==> src/rtl/pkpt_pkg.sv <==
package pkpt_pkg;

	localparam int TABLE_DEPTH_DEF   = 64;
	localparam int HANDLE_BITS_DEF   = 20;
	// handle bits kept in a table entry, whatever the port width
	localparam int HANDLE_FIELD_BITS = 20;

	localparam logic CMD_LOOKUP = 1'b0;
	localparam logic CMD_BYTE   = 1'b1;

	localparam logic [2:0] STATUS_INSERTED  = 3'd0;
	localparam logic [2:0] STATUS_REPLACED  = 3'd1;
	localparam logic [2:0] STATUS_FULL      = 3'd2;
	localparam logic [2:0] STATUS_FOUND     = 3'd3;
	localparam logic [2:0] STATUS_NOT_FOUND = 3'd4;

	typedef enum logic [2:0] {
		ST_IDLE,
		ST_LOOKUP,
		ST_FOLD,
		ST_SCAN,
		ST_SHIFT,
		ST_WRITE
	} pkpt_state_t;

	// finished run: length and folded checksum, ready once folding is over
	typedef struct packed {
		logic        ready;
		logic [15:0] length;
		logic [15:0] checksum;
	} run_res_t;

endpackage

==> src/rtl/pkpt_run_acc.sv <==
module pkpt_run_acc import pkpt_pkg::*; (
	input  logic       clk,
	input  logic       arst_n,
	input  logic       byte_en,
	input  logic [7:0] data_byte,
	input  logic       data_valid,
	input  logic       last,
	output run_res_t   res
);

	localparam logic [1:0] FOLD_STEPS = 2'd3;

	logic [31:0] run_sum_q;
	logic [15:0] run_len_q;
	logic [7:0]  pend_high_q;
	logic        pend_odd_q;
	logic [31:0] fin_q;
	logic [15:0] fin_len_q;
	logic [1:0]  fold_cnt_q;

	logic [15:0] sum_add;
	logic [15:0] fin_add;
	logic [31:0] next_sum;
	logic [31:0] fin_sum;
	logic [15:0] next_len;
	logic [16:0] fold_sum;

	always_comb begin
		sum_add = (data_valid && pend_odd_q) ? {pend_high_q, data_byte} : 16'h0000;
		if (data_valid) begin
			fin_add = pend_odd_q ? {pend_high_q, data_byte} : {data_byte, 8'h00};
		end else begin
			fin_add = pend_odd_q ? {pend_high_q, 8'h00} : 16'h0000;
		end
		next_sum = run_sum_q + {16'h0000, sum_add};
		// sum as it stands with an odd last byte padded
		fin_sum  = run_sum_q + {16'h0000, fin_add};
		next_len = (data_valid && run_len_q != 16'hFFFF) ? run_len_q + 16'd1 : run_len_q;
		fold_sum = {1'b0, fin_q[15:0]} + {1'b0, fin_q[31:16]};
	end

	always_ff @(posedge clk or negedge arst_n) begin
		if (!arst_n) begin
			run_sum_q   <= '0;
			run_len_q   <= '0;
			pend_high_q <= '0;
			pend_odd_q  <= 1'b0;
			fold_cnt_q  <= '0;
		end else begin
			if (byte_en) begin
				if (last) begin
					run_sum_q   <= '0;
					run_len_q   <= '0;
					pend_high_q <= '0;
					pend_odd_q  <= 1'b0;
					fold_cnt_q  <= FOLD_STEPS;
				end else begin
					run_sum_q <= next_sum;
					run_len_q <= next_len;
					if (data_valid) begin
						pend_odd_q  <= !pend_odd_q;
						pend_high_q <= pend_odd_q ? 8'h00 : data_byte;
					end
				end
			end else if (fold_cnt_q != 2'd0) begin
				fold_cnt_q <= fold_cnt_q - 2'd1;
			end
		end
	end

	always_ff @(posedge clk) begin
		if (byte_en && last) begin
			fin_q     <= fin_sum;
			fin_len_q <= next_len;
		end else if (fold_cnt_q != 2'd0) begin
			fin_q <= {15'h0000, fold_sum};
		end
	end

	assign res.ready    = (fold_cnt_q == 2'd0);
	assign res.length   = fin_len_q;
	assign res.checksum = fin_q[15:0];

endmodule

==> config.mk <==
export PLATFORM = sky130hd
export DESIGN_NAME = pkpt_run_acc
export DESIGN_NICKNAME = d
export VERILOG_FILES = /design/src/rtl/pkpt_pkg.sv /design/src/rtl/pkpt_run_acc.sv
export SDC_FILE = /design/constraint.sdc
export NUM_CORES = 1
export LEC_CHECK = 0
export BUFFER_PORTS_ARGS = -buffer_cell sky130_fd_sc_hd__buf_2
export CAP_MARGIN = 25
export CORE_UTILIZATION = 24
export DETAILED_ROUTE_END_ITERATION = 10
export SLEW_MARGIN = 20
export SYNTH_ARGS = -nofsm -noshare
export SYNTH_HDL_FRONTEND = slang
export SYNTH_SLANG_ARGS = --single-unit
==> constraint.sdc <==
create_clock -name clk -period 3 [get_ports clk]
set_input_delay 0.6 -clock clk [delete_from_list [all_inputs] [get_ports clk]]
set_output_delay 0.6 -clock clk [all_outputs]
set_load 0.02 [all_outputs]
==> metrics.md <==
| Metric | Value |
|---|---|
| Status | `finished clean` |
| Drt drc | `0` |
| Die height | `about 180 um` |
| Slowest Stage Delay on Critical Path | `around 470 ps` |
| Crit path DAT | `3140 ps` |
| Most common cell after layout, fill and taps aside | `buf_4` |
| Worst Max-Slew Pin Slew | `between 600 and 700 ps` |
| Clk root buf | `clkbuf_16` |
| Final cell count without fillers | `1241` |
| TritonCTS clock tree | `done` |
| Rel. slew slack | `between 50% and 60%` |
| Worst Setup Start Kind | `flop` |
| Synth cell types | `71` |
| Post-synth EDFFs | `48` |
| Post-DP Area | `between 8000 and 9000 um2` |
| Boundary pin count | `46` |
| Total power | `slightly below 0.005 W` |
| Core box area | `30600 um2` |
| Post-synth ARST share | `between 50% and 60%` |
| Synth top area share | `between 10% and 20%` |
| Top cells by area, synth | `dfrtp_1 20%, edfxtp_1 19%, ha_1 8.4%, xnor2_1 4.1%, xor2_1 3.5%` |
| Post-synthesis cell count | `about 760` |
| Row cnt | `64` |
| Hold Path Class | `in -> async` |
| Hold_buf cts | `0` |
| H-tree depth | `3` |
| Num CTS Buffers | `9` |
| Crit-path max FO | `11` |
| Grt total ovfl | `0` |
| Met2 Routed Length | `about 8.7 mm` |
| Post-Syn Area | `between 7000 and 8000 um2` |
| Most used cell, CP | `buf_4` |
| Nets | `slightly above 900` |
| Post-route ant nets | `0` |
| Drt initial violations | `420` |
| Crit share post-route | `95.4%` |
| Yosys reg bits | `about 110` |
| Seq/Total Area, Yosys | `39.2%` |
| Placer Congestion | `around 0.81` |
| Setup Skew | `10.9 ps` |
| Unrepaired setup endpoints after global routing | `yes` |
| DR vias/cell | `4.84` |
| Clock transition at path regs | `around 80 ps` |
| Sw Share | `35.0%` |
| Clock Sinks | `roughly 110` |
| First-pass GRT wire length | `between 30 and 40 mm` |
| Post-Syn Nets | `between 800 and 900` |
| Port Buffer Count | `45` |
| Crit path required time | `between 3000 and 4000 ps` |
| Final Critical Period | `~2900 ps` |
| Commonest non-fill, non-tap cells in the layout | `75 x buf_4, 58 x dfrtp_1, 57 x nand2_1` |
| Fin. Hold Viols | `0` |
| Starting Density | `roughly 24%` |
| Clock share of power | `a little over a quarter` |
| Finished Cell Area | `between 8000 and 9000 um2` |
| Ys Warns | `0` |
| WS Path Type | `reg -> reg` |
| Setup violators final | `0` |
| Drt total wl | `between 15 and 20 mm` |
| Main flop type after synthesis | `dfrtp_1` |
| Final core occ | `29.3%` |
| Initial antenna violation count | `1` |
| Metal-1 WL | `between 9 and 10 mm` |
| Worst r2r path cells | `13` |
| Int Power | `0.00315 W` |
| Sw Pwr | `0.00170 W` |
| Die Width | `178 um` |
| CP max-delay cell | `dfrtp_2` |
| Via count | `6009` |
| Cell Pwr Density | `between 500 and 600 nW/um2` |
| Top layer reached by signal wires | `met5` |
| Largest net degree at the start of global routing | `44` |
| Worst vdd ir | `roughly 270 uV` |
| Worst path cell trace | `buf_4 -> nand3_2 -> buf_4 -> fa_2 -> nor2b_2 -> o21ai_1 -> nand2b_1 -> a21oi_2 -> o31ai_4 -> a31oi_4 -> buf_4 -> or3_1 -> a21oi_1` |
| Number of global-route vias before repair | `a little under 6000` |
| Seq pwr share | `between 40% and 50%` |
| Crit. End Element | `flop` |
| DP Cell Count | `1223` |
| DP HPWL | `around 14 mm` |
| Count of pins over their slew limit | `0` |
| Overall routing resource usage | `about an eighth` |
| Leakage | `slightly below 4 nW` |
| Synth-to-layout area growth | `20.6%` |
| DR pass1 iterations | `5` |
| Max-cap violations | `0` |
| Fraction of layout cells with a size suffix above 1 | `between 20% and 30%` |
| Clock Latency Late Sink | `360 ps` |
| Combinational Power Share | `about a third` |
| Metal3 WL | `around 800 um` |
| Die area | `~32000 um2` |
| # diodes | `0` |
| Syn avg cell area | `between 9 and 10 um2` |
| Drt wl/cell | `approximately 16 um` |
| Max frequency | `~350 MHz` |
| CTS max path bufs | `2` |
| Yosys top cell by area | `dfrtp_1` |
[worst max-delay path, delay by kind of cell, from the launching register on]
kind | cells | cell delay, ps
compound gates | 5 | 740
fa+ha+maj | 1 | 360
simple gates | 4 | 670
buf+inv | 3 | 520
flops | 1 | 470
[power groups by stage]
stage	logic, W	clock network, W	registers (W)
2_1_floorplan	0.00124	0	0.00198
3_3_place_gp	0.00151	0	0.00203
3_5_place_dp	0.00155	0	0.00203
4_1_cts	0.00157	0.00132	0.00200
5_1_grt	0.00175	0.00136	0.00203
6_report	0.00158	0.00128	0.00200
[path summary, 6_finish.rpt]
path / from / slack [ps] / to
worst max-delay path: pend_odd_q$_DFFE_PN0P_ / 140 / run_sum_q[24]$_DFFE_PN0P_
worst min-delay path: arst_n / 140 / pend_high_q[3]$_DFFE_PN0P_
worst max register to register: pend_odd_q$_DFFE_PN0P_ / 140 / run_sum_q[24]$_DFFE_PN0P_
worst min register to register: fold_cnt_q[0]$_DFFE_PN0P_ / 490 / fold_cnt_q[0]$_DFFE_PN0P_
max in group asynchronous: arst_n / 2110 / pend_odd_q$_DFFE_PN0P_
min in group clk: fold_cnt_q[0]$_DFFE_PN0P_ / 490 / fold_cnt_q[0]$_DFFE_PN0P_
[timing repair]
| action | in CTS | in global routing |
|---|---|---|
| setup buffers | 0 | 2 |
| pin swaps | 0 | 1 |
| gates resized for setup | 3 | 11 |
| setup endpoints to repair | 16 | 26 |
[metrics by stage]
step / worst slack (ps) / hold WS [ps] / TNS (ps)
floorplan: 2.38 / 304 / 0
global placement: -369 / 476 / -7020
detailed placement: -366 / 481 / -7060
CTS: 42.0 / 144 / 0
global route: -45.1 / 152 / -156
finish: 139 / 141 / 0
[sequential cells by signal (all words and copies together), names as in the netlist]
name / flops
fin_q: 32
run_sum_q: 32
fin_len_q: 16
run_len_q: 16
pend_high_q: 8
fold_cnt_q: 2
pend_odd_q: 1
[synth_stat cells (7+ instances only)]
master,count
mux2i_1,7
a22o_1,16
o21a_1,7
clkbuf_1,25
o211ai_1,18
a21oi_1,47
inv_1,26
or4_1,10
o2bb2ai_1,27
nand2_1,57
a31oi_1,7
edfxtp_1,48
a21o_1,19
buf_4,18
xor2_1,30
nor2b_1,9
nor2_1,37
o21ai_0,34
nand3_1,22
and3_1,30
nor3_1,16
o21bai_1,7
ha_1,50
nand4_1,14
a211oi_1,7
xnor2_1,35
dfrtp_1,59
or3_1,10
[metal layers]
metal / global-route usage (%) / vias to the layer above
li1: - / 2990
met1: 17.8 / 2860
met2: 19.6 / 131
met3: 2.37 / 26
met4: 3.70 / 2
met5: 0 / -
[cell type report]
type	count	area [um2]
clock buffers	11	243
clock inverters	5	70.1
multi-input cells	574	4330
fillers	3194	21600
well taps	396	495
repair buffers	122	820
inverters	26	97.6
flip-flops and latches	107	2920
[logic make-up (layout without fill, tap and decap cells)]
group	Yosys count	after routing	synth area share (%)
mux	7	7	0.941
simple gates	223	223	15.4
compound gates	226	226	22.1
buf+inv	83	164	5.51
fa+ha+maj	53	53	9.21
xor+xnor	65	65	7.65
flops	107	107	39.2
Power figures use the tool's default switching activity.
